--- src/sv/ps2mc_pkg.sv ---
`timescale 1ns / 1ps
// Shared constants and types for the PS/2 mouse packet cursor block.
// No dependencies.
package ps2mc_pkg;

    localparam int COORD_BITS_DEF = 12;
    localparam int CFG_BITS       = 13;
    localparam int CFG_IDX_BITS   = 1;

    localparam logic [CFG_IDX_BITS-1:0] CFG_IDX_WIDTH  = 1'b0;
    localparam logic [CFG_IDX_BITS-1:0] CFG_IDX_HEIGHT = 1'b1;

    localparam logic [CFG_BITS-1:0] WIDTH_RST  = 13'd1024;
    localparam logic [CFG_BITS-1:0] HEIGHT_RST = 13'd768;

    localparam int STAT_READY_BIT = 0;
    localparam int STAT_AUX_BIT   = 5;
    localparam int SYNC_BIT       = 3;
    localparam int BTN_LEFT_BIT   = 0;
    localparam int BTN_RIGHT_BIT  = 1;

    typedef enum logic [2:0] {
        POS_FLAG = 3'b001,
        POS_XDLT = 3'b010,
        POS_YDLT = 3'b100
    } byte_pos_t;

endpackage

--- src/sv/ps2_mouse_packet_cursor_top.sv ---
`timescale 1ns / 1ps
// PS/2 poll decoder: keyboard pass-through, three-byte mouse packets, cursor.
// Depends on ps2mc_pkg and ps2mc_clamp.
//
// Takes one controller poll (status and data byte) per cycle and returns one
// result per poll. The poll is captured in the input register at its transfer,
// and the decode/move/clamp logic loads the result register from it once that
// register is empty or being taken, which raises m_valid.
// Throughput is one poll per clock while m_ready is high; a stalled result
// holds the pipeline. The user writes screen width/height via the cfg port
// only while idle (not enforced); they apply at the next completed packet.
module ps2_mouse_packet_cursor_top #(
    parameter int COORD_BITS = ps2mc_pkg::COORD_BITS_DEF
) (
    input  logic                          aclk,
    input  logic                          aresetn,

    input  logic                          cfg_wr_en,
    input  logic [ps2mc_pkg::CFG_IDX_BITS-1:0] cfg_index,
    input  logic [ps2mc_pkg::CFG_BITS-1:0] cfg_data,

    input  logic                          s_valid,
    output logic                          s_ready,
    input  logic [7:0]                    s_ctrl_status,
    input  logic [7:0]                    s_ctrl_data,

    output logic                          m_valid,
    input  logic                          m_ready,
    output logic [7:0]                    m_key_code,
    output logic [COORD_BITS-1:0]         m_cursor_x,
    output logic [COORD_BITS-1:0]         m_cursor_y,
    output logic                          m_packet_done,
    output logic                          m_left_pressed,
    output logic                          m_right_pressed
);
    import ps2mc_pkg::*;

    logic [CFG_BITS-1:0]   width_reg;
    logic [CFG_BITS-1:0]   height_reg;

    logic                  in_valid_reg;
    logic [7:0]            in_status_reg;
    logic [7:0]            in_data_reg;

    byte_pos_t             pos_reg, pos_next;
    logic [7:0]            flag_reg, flag_next;
    logic [7:0]            xdlt_reg, xdlt_next;
    logic [COORD_BITS-1:0] px_reg, px_next;
    logic [COORD_BITS-1:0] py_reg, py_next;

    logic                  out_valid_reg;
    logic [7:0]            key_reg, key_next;
    logic [COORD_BITS-1:0] ox_reg;
    logic [COORD_BITS-1:0] oy_reg;
    logic                  done_reg, done_next;
    logic                  left_reg, left_next;
    logic                  right_reg, right_next;

    logic                  adv;
    logic signed [8:0]     dx;
    logic signed [8:0]     dy;
    logic [COORD_BITS-1:0] mx;
    logic [COORD_BITS-1:0] my;

    assign adv     = in_valid_reg && (!out_valid_reg || m_ready);
    assign s_ready = !in_valid_reg || adv;

    assign dx = 9'(signed'(xdlt_reg));
    assign dy = 9'sd0 - 9'(signed'(in_data_reg));

    ps2mc_clamp #(.COORD_BITS(COORD_BITS)) u_clamp_x (
        .pos     (px_reg),
        .delta   (dx),
        .size    (width_reg),
        .pos_new (mx)
    );

    ps2mc_clamp #(.COORD_BITS(COORD_BITS)) u_clamp_y (
        .pos     (py_reg),
        .delta   (dy),
        .size    (height_reg),
        .pos_new (my)
    );

    always_comb begin
        pos_next   = pos_reg;
        flag_next  = flag_reg;
        xdlt_next  = xdlt_reg;
        px_next    = px_reg;
        py_next    = py_reg;
        key_next   = '0;
        done_next  = 1'b0;
        left_next  = 1'b0;
        right_next = 1'b0;
        if (in_status_reg[STAT_READY_BIT]) begin
            if (in_status_reg[STAT_AUX_BIT]) begin
                unique case (pos_reg)
                    POS_FLAG: begin
                        if (in_data_reg[SYNC_BIT]) begin
                            flag_next = in_data_reg;
                            pos_next  = POS_XDLT;
                        end
                    end
                    POS_XDLT: begin
                        xdlt_next = in_data_reg;
                        pos_next  = POS_YDLT;
                    end
                    default: begin
                        pos_next   = POS_FLAG;
                        px_next    = mx;
                        py_next    = my;
                        done_next  = 1'b1;
                        left_next  = flag_reg[BTN_LEFT_BIT];
                        right_next = flag_reg[BTN_RIGHT_BIT];
                    end
                endcase
            end else begin
                key_next = in_data_reg;
            end
        end
    end

    // config registers
    always_ff @(posedge aclk) begin
        if (!aresetn) begin
            width_reg  <= WIDTH_RST;
            height_reg <= HEIGHT_RST;
        end else if (cfg_wr_en) begin
            unique case (cfg_index)
                CFG_IDX_WIDTH:  width_reg  <= cfg_data;
                CFG_IDX_HEIGHT: height_reg <= cfg_data;
            endcase
        end
    end

    // input register
    always_ff @(posedge aclk) begin
        if (!aresetn) begin
            in_valid_reg <= 1'b0;
        end else if (s_ready) begin
            in_valid_reg <= s_valid;
        end
    end

    always_ff @(posedge aclk) begin
        if (s_valid && s_ready) begin
            in_status_reg <= s_ctrl_status;
            in_data_reg   <= s_ctrl_data;
        end
    end

    // decoder state
    always_ff @(posedge aclk) begin
        if (!aresetn) begin
            pos_reg  <= POS_FLAG;
            flag_reg <= '0;
            xdlt_reg <= '0;
            px_reg   <= '0;
            py_reg   <= '0;
        end else if (adv) begin
            pos_reg  <= pos_next;
            flag_reg <= flag_next;
            xdlt_reg <= xdlt_next;
            px_reg   <= px_next;
            py_reg   <= py_next;
        end
    end

    // result register
    always_ff @(posedge aclk) begin
        if (!aresetn) begin
            out_valid_reg <= 1'b0;
        end else if (adv) begin
            out_valid_reg <= 1'b1;
        end else if (m_ready) begin
            out_valid_reg <= 1'b0;
        end
    end

    always_ff @(posedge aclk) begin
        if (adv) begin
            key_reg   <= key_next;
            ox_reg    <= px_next;
            oy_reg    <= py_next;
            done_reg  <= done_next;
            left_reg  <= left_next;
            right_reg <= right_next;
        end
    end

    assign m_valid         = out_valid_reg;
    assign m_key_code      = key_reg;
    assign m_cursor_x      = ox_reg;
    assign m_cursor_y      = oy_reg;
    assign m_packet_done   = done_reg;
    assign m_left_pressed  = left_reg;
    assign m_right_pressed = right_reg;

endmodule

--- src/sv/ps2mc_clamp.sv ---
`timescale 1ns / 1ps
// Moves one cursor coordinate by a signed delta and clamps it to [0, lim],
// lim = min(size-1, 2^COORD_BITS-1), size 0 as 1. Depends on ps2mc_pkg.
module ps2mc_clamp #(
    parameter int COORD_BITS = ps2mc_pkg::COORD_BITS_DEF
) (
    input  logic [COORD_BITS-1:0]         pos,
    input  logic signed [8:0]             delta,
    input  logic [ps2mc_pkg::CFG_BITS-1:0] size,
    output logic [COORD_BITS-1:0]         pos_new
);
    import ps2mc_pkg::*;

    localparam int W = ((COORD_BITS > CFG_BITS) ? COORD_BITS : CFG_BITS) + 2;
    localparam logic signed [W-1:0] CAP = W'((64'd1 << COORD_BITS) - 64'd1);

    logic [CFG_BITS-1:0]  size_eff;
    logic [CFG_BITS-1:0]  lim_raw;
    logic signed [W-1:0]  lim_ext;
    logic signed [W-1:0]  lim;
    logic signed [W-1:0]  sum;
    logic signed [W-1:0]  res;

    always_comb begin
        size_eff = (size == '0) ? CFG_BITS'(1) : size;
        lim_raw  = size_eff - CFG_BITS'(1);
        lim_ext  = signed'(W'(lim_raw));
        lim      = (lim_ext > CAP) ? CAP : lim_ext;
        sum      = signed'(W'({1'b0, pos})) + W'(delta);
        priority if (sum < 0) begin
            res = '0;
        end else if (sum > lim) begin
            res = lim;
        end else begin
            res = sum;
        end
        pos_new = res[COORD_BITS-1:0];
    end

endmodule
--- config.mk ---
export PLATFORM = sky130hd
export DESIGN_NAME = ps2_mouse_packet_cursor_top
export DESIGN_NICKNAME = d
export VERILOG_FILES = /design/src/sv/ps2mc_pkg.sv /design/src/sv/ps2_mouse_packet_cursor_top.sv /design/src/sv/ps2mc_clamp.sv
export SDC_FILE = /design/constraint.sdc
export NUM_CORES = 1
export LEC_CHECK = 0
export ABC_AREA = 1
export ABC_CLOCK_PERIOD_IN_PS = 5100
export BUFFER_PORTS_ARGS = -buffer_cell sky130_fd_sc_hd__buf_2
export CORE_ASPECT_RATIO = 1.25
export CORE_UTILIZATION = 55
export CTS_BUF_LIST = sky130_fd_sc_hd__clkbuf_4
export CTS_CLUSTER_DIAMETER = 60
export DETAILED_ROUTE_END_ITERATION = 10
export PLACE_DENSITY = 0.77
export SETUP_SLACK_MARGIN = 0.1
export SLEW_MARGIN = 15
export SYNTH_ARGS = -nofsm -noshare
export SYNTH_HDL_FRONTEND = slang
export SYNTH_SLANG_ARGS = --single-unit
--- constraint.sdc ---
create_clock -name aclk -period 5.1 [get_ports aclk]
set_input_delay 1.02 -clock aclk [delete_from_list [all_inputs] [get_ports aclk]]
set_output_delay 1.02 -clock aclk [all_outputs]
set_load 0.05 [all_outputs]
* After elaboration in Yosys (flattened, before gate mapping)
Cells that the tools add are included.
** Cells by class
- Order comparisons :: 6
- Reduce and logical (&&, ||, !) cells :: 18
- Equality and inequality tests :: 3
- Add/sub/neg operators :: 5
- Bitwise operators :: 3
- Multiplexer cells :: 19
** Operator list (number)
- two-way mux 12 bit :: 10
- two-way mux 13 bit :: 4
- > comparator 14 bit :: 2
- less-than comparator 14 x 1 -> 1 bit, second input constant :: 2
- > comparator 13 x 12 -> 1 bit, second input constant :: 2
- zero test 13 bit :: 2
- subtractor 13 x 1 -> 13 bit, second input constant :: 2
- adder 13 x 8 -> 14 bit :: 1
- adder 13 x 9 -> 14 bit :: 1
- subtractor 1 x 8 -> 9 bit, first input constant :: 1
- AND reduction 4 bit :: 2
- case mux 3 bit (2 select lines) :: 1
- AND reduction 2 bit :: 3
- AND reduction 5 bit :: 1
- OR reduction 2 bit :: 2
- OR reduction 4 bit :: 1
- equality test 3 x 1 -> 1 bit, second input constant :: 1
- equality test 3 x 2 -> 1 bit, second input constant :: 1
- two-way mux 1 bit :: 3
- two-way mux 3 bit :: 1
- inverter 1 bit :: 3
- logical AND 1 bit :: 2
- zero test 1 bit :: 2
- logical OR 1 bit :: 2
- other kinds (2) :: 2
** Storage, ports and cells
- Bits of input ports :: 35
- Output and inout port bits :: 37
- Bits in registers :: 114
- Word-level logic and storage cells :: 71

* Logic depth before layout (Yosys ltp)
Gate-level depths: netlist of the first run.
- Word-level depth :: 11
- Gate-level depth with buffers :: 37
- Mapped depth without buffers :: 35

* Cells and area by module
From an unflattened synthesis of the first run, not the netlist that was laid out.
** Second synthesis, totals
- Cells, all modules :: 1140
- Area, all modules :: 7951.4 µm²
** Modules (own cells, without submodules)
- ps2_mouse_packet_cursor_top :: cells each 514, times used 1, area each 4473.0 µm²
- ps2mc_clamp :: cells each 313, times used 2, area each 1739.2 µm²

* Least setup slack after synthesis of the first run
No wires, ideal clock.
- Path kind :: reg-to-reg
- Start point :: register width_reg[6]
- End point :: register ox_reg[8], in the netlist m_cursor_x[8], data pin
- Arrival :: 3.581 ns
- Stages on the path, launching flop included :: 35
- Buffers on the path :: 2
- Path slack :: 1.266 ns
- Library setup time :: 0.253 ns
- Cells stage by stage :: dfxtp_1 clkinv_2 nand2_1 nor2_2 nand4_4 nand2_2 inv_1 ha_1 nand2_4 inv_2 nand2_4 xor2_4 nand2_2 a21oi_2 nand2_1 nor2_2 nand3_2 buf_6 nand2_2 nor3_1 ha_1 nand2_1 nor2_1 o21ai_0 nand3_1 nand2_1 nand2_1 nand2_1 nand2_1 nand2_1 a21oi_2 buf_4 nand4_1 nand2_1 nand2_1
** On the way
- Longest elaborated chain between the ends :: 11
** RTL lines
- from (decl) :: line ps2_mouse_packet_cursor_top.sv:38 : logic [CFG_BITS-1:0] width_reg;
- from (signal assigned) :: line ps2_mouse_packet_cursor_top.sv:130 : CFG_IDX_WIDTH: width_reg <= cfg_data;
- zero test 13 bit :: line ps2mc_clamp.sv:25 : size_eff = (size == '0) ? CFG_BITS'(1) : size;
- two-way mux 13 bit (*) :: line ps2mc_clamp.sv:25
- subtractor 13 x 1 -> 13 bit (*) :: line ps2mc_clamp.sv:26 : lim_raw = size_eff - CFG_BITS'(1);
- > comparator 13 x 12 -> 1 bit :: line ps2mc_clamp.sv:28 : lim = (lim_ext > CAP) ? CAP : lim_ext;
- two-way mux 13 bit (*) :: line ps2mc_clamp.sv:28
- > comparator 14 bit :: line ps2mc_clamp.sv:32 : end else if (sum > lim) begin
- two-way mux 12 bit (*) :: line ps2mc_clamp.sv:32
- two-way mux 12 bit (*) :: line ps2mc_clamp.sv:30 : priority if (sum < 0) begin
- two-way mux 12 bit (*) :: line ps2_mouse_packet_cursor_top.sv:97 : unique case (pos_reg)
- two-way mux 12 bit (*) :: line ps2_mouse_packet_cursor_top.sv:96 : if (in_status_reg[STAT_AUX_BIT]) begin
- two-way mux 12 bit (*) :: line ps2_mouse_packet_cursor_top.sv:95 : if (in_status_reg[STAT_READY_BIT]) begin
- net px_next[8] :: line ps2_mouse_packet_cursor_top.sv:48 : logic [COORD_BITS-1:0] px_reg, px_next;
- to (signal assigned) :: line ps2_mouse_packet_cursor_top.sv:183 : ox_reg <= px_next;
- to (decl) :: line ps2_mouse_packet_cursor_top.sv:53 : logic [COORD_BITS-1:0] ox_reg;
Mark *: on every way through the listed nets, which the timed path passes. The rest lies on a longest branch.
A chain may end at the register's enable or synchronous reset.

* Final worst setup path of the first run
- Start point :: register height_reg[5]
- End point :: register py_reg[5]
** On the way
- Longest elaborated chain between the ends :: 11
** RTL lines
- from (decl) :: line ps2_mouse_packet_cursor_top.sv:39 : logic [CFG_BITS-1:0] height_reg;
- from (signal assigned) :: line ps2_mouse_packet_cursor_top.sv:131 : CFG_IDX_HEIGHT: height_reg <= cfg_data;
- zero test 13 bit :: line ps2mc_clamp.sv:25
- two-way mux 13 bit (*) :: line ps2mc_clamp.sv:25
- subtractor 13 x 1 -> 13 bit (*) :: line ps2mc_clamp.sv:26
- > comparator 13 x 12 -> 1 bit :: line ps2mc_clamp.sv:28
- two-way mux 13 bit (*) :: line ps2mc_clamp.sv:28
- > comparator 14 bit :: line ps2mc_clamp.sv:32
- two-way mux 12 bit (*) :: line ps2mc_clamp.sv:32
- two-way mux 12 bit (*) :: line ps2mc_clamp.sv:30
- two-way mux 12 bit (*) :: line ps2_mouse_packet_cursor_top.sv:97
- two-way mux 12 bit (*) :: line ps2_mouse_packet_cursor_top.sv:96
- two-way mux 12 bit (*) :: line ps2_mouse_packet_cursor_top.sv:95
- net py_next[5] :: line ps2_mouse_packet_cursor_top.sv:49 : logic [COORD_BITS-1:0] py_reg, py_next;
- to (signal assigned) :: line ps2_mouse_packet_cursor_top.sv:165 : py_reg <= py_next;
- to (decl) :: line ps2_mouse_packet_cursor_top.sv:49
Marks and branches as above.

==> results.md, run 1 <==
* Post-synth cell types at 41
* Crit path top cell by count: nand2_1
* CTS tree: built
* Die ar. at between 10,000 and 15,000 sq um
* Netlist Area Pre-Place at 7260 sq um
* Vias at 6,447
* Layout cells sized above 1 at 0.121
* Clk slew on worst S/H paths at 0.18 ns
* Slew Limit Fails at 0
* VDD IR-drop max at around 180 uV
* Crit path max-delay family: simple AND/OR/NAND/NOR gates
* Final WL at 16,500 um
* WP data arrival at 4.92 ns
* M1 WL at between 7000 and 8000 um
* Setup TNS at 0 ns
* H-Tree Level Count at 3
* Final setup violating endpoints at 0
* Post-route worst setup slack at 0.619 ns
* P per Cell Area at about 260 nW/um^2
* Seq. cell area at 2650 sq um
* Worst skew pair latency at 0.53 ns
* Post-synthesis sequential area ratio at 0.365
* Starting DRT DRC Count at 256
* Worst setup SP type: flip-flop
* Syn. warnings at 0
* Final Hold Fails at 0
* Ys flop type: dfxtp_1
* Slowest CP cell: dfxtp_1
* Width of the die at 105 um
* Yosys top cell by area: edfxtp_1
* Layout Skew at approximately 0.020 ns
* Synth async-reset ratio at 0
* Critical Path Fanout Max at 9
* Clk sinks at 110
* Outcome: completed
* Area grow syn2layout at 8.89%
* Critical Path RT at 5.54 ns
* Initial Utilization at 0.568
* Layout Cells excl Fill at 1,240
* Ranking of synthesized cells by area: edfxtp_1 (19%), dfxtp_1 (18%), nand2_1 (11%), ha_1 (9.6%), inv_1 (7.7%)
* Setup CP Type: flip-flop to flip-flop
* Initial antenna violation count at 1
* Fin crit period at 4.48 ns
* CP Capture Type: flip-flop
* Antenna Violating Nets Remaining at 0
* Gate Count Post-Synth at between 1k and 1.5k
* Drt drc at 0
* Max stage delay on crit path at between 0.3 and 0.4 ns
* Area after DPL at a little under 8000 sq um
* WL met3 at approximately 450 um
* RSZ-0062 raised after global routing: no
* Max cap viols at 0
* Met2 WL at 8510 um
* Commonest non-fill, non-tap cell in the layout: nand2_1
* Final net count at between 1k and 1.5k
* Clk buf depth at 2
* Avg Cell Area, Syn at ~7.2 sq um
* Hpwl dp at 12,700 um
* Worst Path Buf+Inv at 4
* Vias in the first global route at 5,991
* P_leak at 4.14 nW
* Fin Hold WS at 0.510 ns
* Port bufs at 65
* DR pass1 iterations at 5
* First-pass GRT wire length at 27,100 um
* Overall Global Routing Usage at 0.252
* Number of enable flip-flop cells after synthesis at 45
* Final instance area at 7910 sq um
* Global route total overflow at 0
* DR WL/cell at 13.3 um
* Most frequent cells in the layout: nand2_1 (206), inv_1 (149), nor2_1 (141), a21oi_1 (69), nand3_1 (67)
* Final Core Density at 0.619
* Pin count of the biggest net entering global routing at 52
* # fillers at 1,203
* Placed cell count at roughly 1.2k
* Share of the synthesized area in the top cell type at 0.186
* Hold Buf Count CTS at 0
* Root Driver: clkbuf_4
* Area of the multi-input gates at between 3000 and 4000 sq um
* Fin crit share at 0.879
* Pin slew with the least headroom to its limit at 1.12 ns
* Placer congestion estimate at 0.907
* CTS buffer count at 9
* # IOs at 72
* Site Rows at 46
* Highest metal used: met4
* Die height at about 130 um
* HP Class: flip-flop to flip-flop
* Vias per cell at approximately 5.2
* Yosys reg bits at between 100 and 150
* Core area at around 13,000 sq um
* Pre-CTS WS at 0.598 ns
* Fmax achieved at approximately 220 MHz
* Final Power at 2.07 mW
* Max_slew headroom at 0.253
what timing repair did:
item | 4_1_cts | 5_1_grt
gates resized for setup | 0 | 2
setup endpoints to repair | 0 | 30
buffers inserted | 0 | 1
cell usage after synthesis, types with 2 or more instances:
cell type	n
a211oi_1	2
a21o_1	4
a21oi_1	69
a21oi_2	4
buf_2	3
buf_4	3
clkbuf_1	16
dfxtp_1	65
edfxtp_1	45
fa_1	2
ha_1	56
inv_1	149
inv_2	9
nand2_1	206
nand2_2	7
nand2_4	2
nand3_1	67
nand3_2	5
nand3b_1	4
nand4_1	23
nor2_1	141
nor2_2	11
nor3_1	6
nor4_1	2
o211ai_1	3
o21ai_0	45
o21ai_1	14
o21bai_1	4
xnor2_1	3
xor2_1	26
final cells by class:
cell class / instances / share of cell area
antenna: 1 / 0.000316
clock inverter: 7 / 0.00965
multi-input combinational: 714 / 0.495
tap: 168 / 0.0266
inverter: 160 / 0.0761
timing repair buffer: 71 / 0.0484
clock buffer: 9 / 0.00854
sequential: 110 / 0.335
worst paths after layout:
path | slack [ns] | depth (start not counted) | to | start
setup / recovery | 0.62 | 34 | py_reg[5] | height_reg[5]
hold / removal | 0.51 | 2 | pos_reg[0] | pos_reg[0]
setup reg to reg | 0.62 | 34 | py_reg[5] | height_reg[5]
hold reg to reg | 0.51 | 2 | pos_reg[0] | pos_reg[0]
metal layers:
metal	up-vias	track usage
li1	3386	-
met1	2912	0.280
met2	113	0.476
met3	36	0.0288
met4	0	0.132
met5	-	0
cell families (layout without fill, tap and decap cells):
logic type	after synthesis	in the layout	share of synthesized area
DFF	110	110	0.365
adders and majority gates	58	58	0.102
buffers and inverters	184	247	0.0984
AOI/OAI and AO/OA	147	147	0.109
xor gates and xnor gates	30	30	0.0388
and+or+nand+nor	477	477	0.287
other	1	3	0.000516
report_power, final:
| part | switching (mW) | internal [mW] |
|---|---|---|
| Clock | 0.336 | 0.115 |
| Sequential | 0.0324 | 0.968 |
| Combinational | 0.412 | 0.208 |
| Total | 0.781 | 1.29 |
worst reg2reg max path: cells and delay by family (launching register included):
family | cells | cell delay (ns)
fa+ha+maj | 2 | 0.49
buf+inv | 4 | 0.35
simple gates | 25 | 2.60
compound gates | 3 | 0.56
flops | 1 | 0.39
Note: power is estimated with default switching activity, not from simulation.
==> run 2, diff against run 1 <==
--- a/config.mk
+++ b/config.mk
@@ -8,12 +8,14 @@
 export ABC_AREA = 1
 export ABC_CLOCK_PERIOD_IN_PS = 5100
 export BUFFER_PORTS_ARGS = -buffer_cell sky130_fd_sc_hd__buf_2
+export CAP_MARGIN = 5
 export CORE_ASPECT_RATIO = 1.25
 export CORE_UTILIZATION = 55
 export CTS_BUF_LIST = sky130_fd_sc_hd__clkbuf_4
 export CTS_CLUSTER_DIAMETER = 60
 export DETAILED_ROUTE_END_ITERATION = 10
 export PLACE_DENSITY = 0.77
+export RECOVER_POWER = 50
 export SETUP_SLACK_MARGIN = 0.1
 export SLEW_MARGIN = 15
 export SYNTH_ARGS = -nofsm -noshare
==> run 2 against run 1 <==
Effect of this change: sequential power barely moved; clock skew fell by 0.0017 ns; count of clock-buffer cells in the layout is the same; global-route usage unchanged; via count is 0.23% lower; largest power group unchanged.
==> results.md, run 2 (synthesis results as in run 1) <==
* CP Capture Type: flip-flop (unchanged)
* Slowest CP cell: dfxtp_1 (unchanged)
* Fin crit share at 0.879 (about the same)
* Final Power at 2.07 mW (about the same)
* # IOs at 72 (unchanged)
* P per Cell Area at 263 nW/um^2 (was 262 nW/um^2)
* Min-Delay Startpoint: pos_reg[0] (unchanged)
* Worst R2R Setup Slack at 0.62 ns (about the same)
* Placed cell count at 1,222 (unchanged)
* Clk sinks at 110 (unchanged)
* Worst setup SP type: flip-flop (unchanged)
* Crit path top cell by count: nand2_1 (unchanged)
* Hold Buf Count CTS at 0 (unchanged)
* Width of the die at 105 um (unchanged)
* Clk slew on worst S/H paths at 0.18 ns (about the same)
* Final setup violating endpoints at 0 (unchanged)
* First-pass GRT wire length at 27,100 um (unchanged)
* RSZ-0062 raised after global routing: no (unchanged)
* Setup TNS at 0 ns (unchanged)
* CTS buffer count at 9 (unchanged)
* Die ar. at 13,700 sq um (unchanged)
* Placer congestion estimate at 0.907 (unchanged)
* Global route total overflow at 0 (unchanged)
* Final WL at 16,500 um (about the same)
* FF-to-FF End: py_reg[5] (unchanged)
* Fin crit period at 4.48 ns (about the same)
* DR pass1 iterations at 5 (unchanged)
* Final net count at 1,159 (unchanged)
* Die height at 130 um (unchanged)
* Vias at 6,432 (was 6,447)
* Starting DRT DRC Count at 268 (was 256)
* Fin Hold WS at 0.509 ns (was 0.510 ns)
* Layout cells sized above 1 at 0.0850 (was 0.121)
* Clk buf depth at 2 (unchanged)
* Outcome: completed (unchanged)
* Layout Cells excl Fill at 1,240 (unchanged)
* WP data arrival at 4.92 ns (about the same)
* Vias in the first global route at 5,991 (unchanged)
* Setup CP Type: flip-flop to flip-flop (unchanged)
* Max stage delay on crit path at 0.39 ns (about the same)
* Slew Limit Fails at 0 (unchanged)
* Root Driver: clkbuf_4 (unchanged)
* Initial antenna violation count at 1 (unchanged)
* Antenna Violating Nets Remaining at 0 (unchanged)
* Pre-CTS WS at 0.598 ns (unchanged)
* Worst Reg-to-Reg Cells at 34 (unchanged)
* Critical Path Fanout Max at 9 (unchanged)
* P_leak at 4.03 nW (was 4.14 nW)
* Final instance area at 7860 sq um (was 7910 sq um)
* Reg-to-Reg Start: height_reg[5] (unchanged)
* Pin slew with the least headroom to its limit at 1.26 ns (was 1.12 ns)
* Fmax achieved at 223 MHz (about the same)
* Site Rows at 46 (unchanged)
* Area grow syn2layout at 8.23% (was 8.89%)
* # fillers at 1,220 (was 1,203)
* Max_slew headroom at 0.159 (was 0.253)
* Final Hold Fails at 0 (unchanged)
* Commonest non-fill, non-tap cell in the layout: nand2_1 (unchanged)
* HP Class: flip-flop to flip-flop (unchanged)
* Critical Path RT at 5.54 ns (about the same)
* Critical Path Source: height_reg[5] (unchanged)
* Max cap viols at 0 (unchanged)
* Worst skew pair latency at 0.52 ns (was 0.53 ns)
* Hold endpoint: pos_reg[0] (unchanged)
* Core area at 12,800 sq um (unchanged)
* Layout Skew at 0.0186 ns (was 0.0203 ns)
* Vias per cell at 5.19 (was 5.20)
* Post-route worst setup slack at 0.619 ns (about the same)
* Overall Global Routing Usage at 0.252 (unchanged)
* Hpwl dp at 12,700 um (unchanged)
* Drt drc at 0 (unchanged)
* Port bufs at 65 (unchanged)
* Area after DPL at 7740 sq um (unchanged)
* H-Tree Level Count at 3 (unchanged)
* Final Core Density at 0.615 (was 0.619)
* CTS tree: built (unchanged)
* Most frequent cells in the layout: nand2_1 (206), inv_1 (149), nor2_1 (141), a21oi_1 (69), nand3_1 (67) (unchanged)
* DR WL/cell at 13.3 um (about the same)
* Pin count of the biggest net entering global routing at 52 (unchanged)
* Initial Utilization at 0.568 (unchanged)
* VDD IR-drop max at 176 uV (about the same)
* Hold depth at 2 (unchanged)
-- run 2: worst max-delay path by stage --
stage | slack [ns] | cells after the start | endpoint
CTS | 0.55 | 34 | py_reg[5]
global route | 0.12 | 36 | px_reg[7]
detailed placement | 0.60 | 34 | py_reg[5]
global placement | 0.65 | 33 | m_cursor_x[7]
finish | 0.62 | 34 | py_reg[5]
floorplan | 1.27 | 34 | m_cursor_x[8]
-- run 2: what timing repair did --
item / in CTS / in global routing
hold endpoints to repair: 0 / 0
buffers inserted: 0 / 1
setup endpoints to repair: 0 / 30
gates resized for setup: 0 / 2
-- run 2: layer usage --
layer,up-vias,wire (um),GRT usage,share of wire
met3,36,490,0.0288,0.030
met4,0,498,0.132,0.030
met2,119,8500,0.476,0.52
li1,3384,-,-,-
met5,-,0,0,0
met1,2893,7000,0.280,0.42
-- run 2: layout make-up --
class | count | area, sq um | share of cell area
tap | 168 | 210 | 0.0267
timing repair buffer | 71 | 335 | 0.0427
multi-input combinational | 714 | 3920 | 0.498
clock buffer | 9 | 67.6 | 0.00859
inverter | 160 | 602 | 0.0766
sequential | 110 | 2650 | 0.337
antenna | 1 | 2.50 | 0.000318
clock inverter | 7 | 76.3 | 0.00971
-- run 2: power by group --
| part | internal (mW) | switching [mW] |
|---|---|---|
| Clock | 0.115 | 0.336 |
| Combinational | 0.204 | 0.412 |
| Sequential | 0.968 | 0.0327 |
-- run 2: critical path, delay by kind of cell (launching register included) --
family	cells	cell delay, ns
and+or+nand+nor	25	2.60
adders and majority gates	2	0.49
buffers and inverters	4	0.35
DFF	1	0.39
AOI/OAI and AO/OA	3	0.56
==> run 3, diff against run 2 <==
--- a/config.mk
+++ b/config.mk
@@ -10,11 +10,11 @@
 export BUFFER_PORTS_ARGS = -buffer_cell sky130_fd_sc_hd__buf_2
 export CAP_MARGIN = 5
 export CORE_ASPECT_RATIO = 1.25
-export CORE_UTILIZATION = 55
+export CORE_UTILIZATION = 60
 export CTS_BUF_LIST = sky130_fd_sc_hd__clkbuf_4
 export CTS_CLUSTER_DIAMETER = 60
 export DETAILED_ROUTE_END_ITERATION = 10
-export PLACE_DENSITY = 0.77
+export PLACE_DENSITY = 0.83
 export RECOVER_POWER = 50
 export SETUP_SLACK_MARGIN = 0.1
 export SLEW_MARGIN = 15
==> run 3 against run 2 <==
Effect of this change: register-to-register slack got worse by 0.02 ns; wire length grew 1.3%; fmax shrank 0.42%; cell area shrank 0.25%; die area fell by 8.2%.
==> results.md, run 3 (synthesis results as in run 1) <==
* Outcome: completed (unchanged)
* Root Driver: clkbuf_4 (unchanged)
* Post-route worst setup slack at 0.600 ns (was 0.619 ns)
* H-Tree Level Count at 3 (unchanged)
* Most frequent cells in the layout: nand2_1 (206), inv_1 (150), nor2_1 (141), a21oi_1 (69), nand3_1 (67) (was nand2_1 (206), inv_1 (149), nor2_1 (141), a21oi_1 (69), nand3_1 (67))
* Vias at 6,500 (was 6,432)
* Die ar. at 12,600 sq um (was 13,700 sq um)
* FF-to-FF End: px_reg[7] (was py_reg[5])
* Width of the die at 100 um (was 105 um)
* Antenna Violating Nets Remaining at 0 (unchanged)
* Placer congestion estimate at 0.919 (was 0.907)
* Fmax achieved at 222 MHz (was 223 MHz)
* Die height at 125 um (was 130 um)
* Setup CP Type: flip-flop to flip-flop (unchanged)
* Hold Buf Count CTS at 0 (unchanged)
* Pre-CTS WS at 0.550 ns (was 0.598 ns)
* Core area at 11,700 sq um (was 12,800 sq um)
* HP Class: flip-flop to flip-flop (unchanged)
* Initial Utilization at 0.619 (was 0.568)
* CP Capture Type: flip-flop (unchanged)
* Hpwl dp at 12,600 um (was 12,700 um)
* DR WL/cell at 13.6 um (was 13.3 um)
* Fin crit share at 0.882 (was 0.879)
* Final Hold Fails at 0 (unchanged)
* Vias per cell at 5.28 (was 5.19)
* Area grow syn2layout at 7.96% (was 8.23%)
* Final instance area at 7840 sq um (was 7860 sq um)
* M1 WL at 6930 um (was 7000 um)
* CTS buffer count at 9 (unchanged)
* RSZ-0062 raised after global routing: no (unchanged)
* Worst skew pair latency at 0.51 ns (was 0.52 ns)
* Met2 WL at 8660 um (was 8500 um)
* Clk slew on worst S/H paths at 0.19 ns (was 0.18 ns)
* Hold endpoint: m_valid (was pos_reg[0])
* Starting DRT DRC Count at 296 (was 268)
* Slew Limit Fails at 0 (unchanged)
* Initial antenna violation count at 1 (unchanged)
* DR pass1 iterations at 7 (was 5)
* Vias in the first global route at 6,051 (was 5,991)
* Port bufs at 65 (unchanged)
* Critical Path Fanout Max at 20 (was 9)
* WL met3 at 552 um (was 490 um)
* Worst Reg-to-Reg Cells at 35 (was 34)
* Max_slew headroom at 0.187 (was 0.159)
* Pin count of the biggest net entering global routing at 45 (was 52)
* P per Cell Area at 264 nW/um^2 (was 263 nW/um^2)
* CTS tree: built (unchanged)
* Area after DPL at 7700 sq um (was 7740 sq um)
* First-pass GRT wire length at 27,400 um (was 27,100 um)
* WP data arrival at 4.94 ns (was 4.92 ns)
* Final WL at 16,700 um (was 16,500 um)
* Slowest CP cell: dfxtp_1 (unchanged)
* Critical Path RT at 5.54 ns (about the same)
* Max cap viols at 0 (unchanged)
* Min-Delay Startpoint: m_valid (was pos_reg[0])
* Crit path top cell by count: nand2_1 (unchanged)
* Clk buf depth at 2 (unchanged)
* Seq. cell area at 2650 sq um (unchanged)
* Pin slew with the least headroom to its limit at 1.22 ns (was 1.26 ns)
* Area of the multi-input gates at 3920 sq um (about the same)
* Commonest non-fill, non-tap cell in the layout: nand2_1 (unchanged)
* Global route total overflow at 0 (unchanged)
* Setup TNS at 0 ns (unchanged)
* Worst R2R Setup Slack at 0.60 ns (was 0.62 ns)
* Site Rows at 44 (was 46)
* Final net count at 1,157 (was 1,159)
* Worst setup SP type: flip-flop (unchanged)
* Final setup violating endpoints at 0 (unchanged)
* # fillers at 1,023 (was 1,220)
* VDD IR-drop max at 157 uV (was 176 uV)
* Layout Skew at 0.0203 ns (was 0.0186 ns)
* Drt drc at 0 (unchanged)
* Layout cells sized above 1 at 0.0917 (was 0.0850)
* P_leak at 4.05 nW (was 4.03 nW)
* # IOs at 72 (unchanged)
* Reg-to-Reg Start: width_reg[8] (was height_reg[5])
* Highest metal used: met4 (unchanged)
* Overall Global Routing Usage at 0.275 (was 0.252)
* Hold depth at 2 (unchanged)
* Max stage delay on crit path at 0.41 ns (was 0.39 ns)
* Clk sinks at 110 (unchanged)
* Fin crit period at 4.50 ns (was 4.48 ns)
[run 3: how the worst max path moves through the flow]
stage | from | to | slack, ns | cells after the start
3_5_place_dp | height_reg[4] | m_cursor_y[4] | 0.55 | 31
6_report | width_reg[8] | px_reg[7] | 0.60 | 35
5_1_grt | height_reg[4] | py_reg[9] | 0.07 | 34
3_3_place_gp | height_reg[6] | m_cursor_y[3] | 0.61 | 30
2_1_floorplan | width_reg[6] | m_cursor_x[8] | 1.27 | 34
4_1_cts | height_reg[4] | py_reg[5] | 0.50 | 34
[run 3: stage by stage]
stage | utilization | power (mW) | hold slack, ns | instances
4_1_cts | 0.668 | 2.07 | 0.524 | 1228
3_5_place_dp | 0.656 | 1.63 | 0.499 | 1212
3_3_place_gp | 0.656 | 1.61 | 0.467 | 1212
5_1_grt | 0.669 | 2.19 | 0.545 | 1231
6_report | 0.669 | 2.07 | 0.521 | 1231
2_1_floorplan | - | 1.50 | 0.446 | 1008
[run 3: layer usage]
metal  track usage  vias up
met5             0        -
met4         0.135        0
met3        0.0319       42
met2         0.487      147
met1         0.327     2944
li1              -     3367
[run 3: layout make-up]
type	count	area share
well taps	161	0.0257
multi-input cells	714	0.500
diodes	1	0.000319
clock inverters	7	0.00957
inverters	160	0.0768
flip-flops and latches	110	0.338
repair buffers	69	0.0408
clock buffers	9	0.00862
[run 3: where the power goes]
group	internal (mW)	total, mW	switching, mW
logic	0.204	0.623	0.419
registers	0.968	1.00	0.0331
clock network	0.115	0.445	0.329
[run 3: critical path: cells and delay by family (launching register included)]
| family | cells | cell delay, ns |
|---|---|---|
| xor gates and xnor gates | 1 | 0.18 |
| buffers and inverters | 4 | 0.38 |
| and+or+nand+nor | 25 | 2.58 |
| AOI/OAI and AO/OA | 3 | 0.34 |
| DFF | 1 | 0.41 |
| adders and majority gates | 2 | 0.52 |
[run 3: repair_timing]
action,in CTS,in global routing
setup buffers,0,2
gates resized for setup,0,3
hold endpoints to repair,0,0
endpoints found under the setup margin,0,41
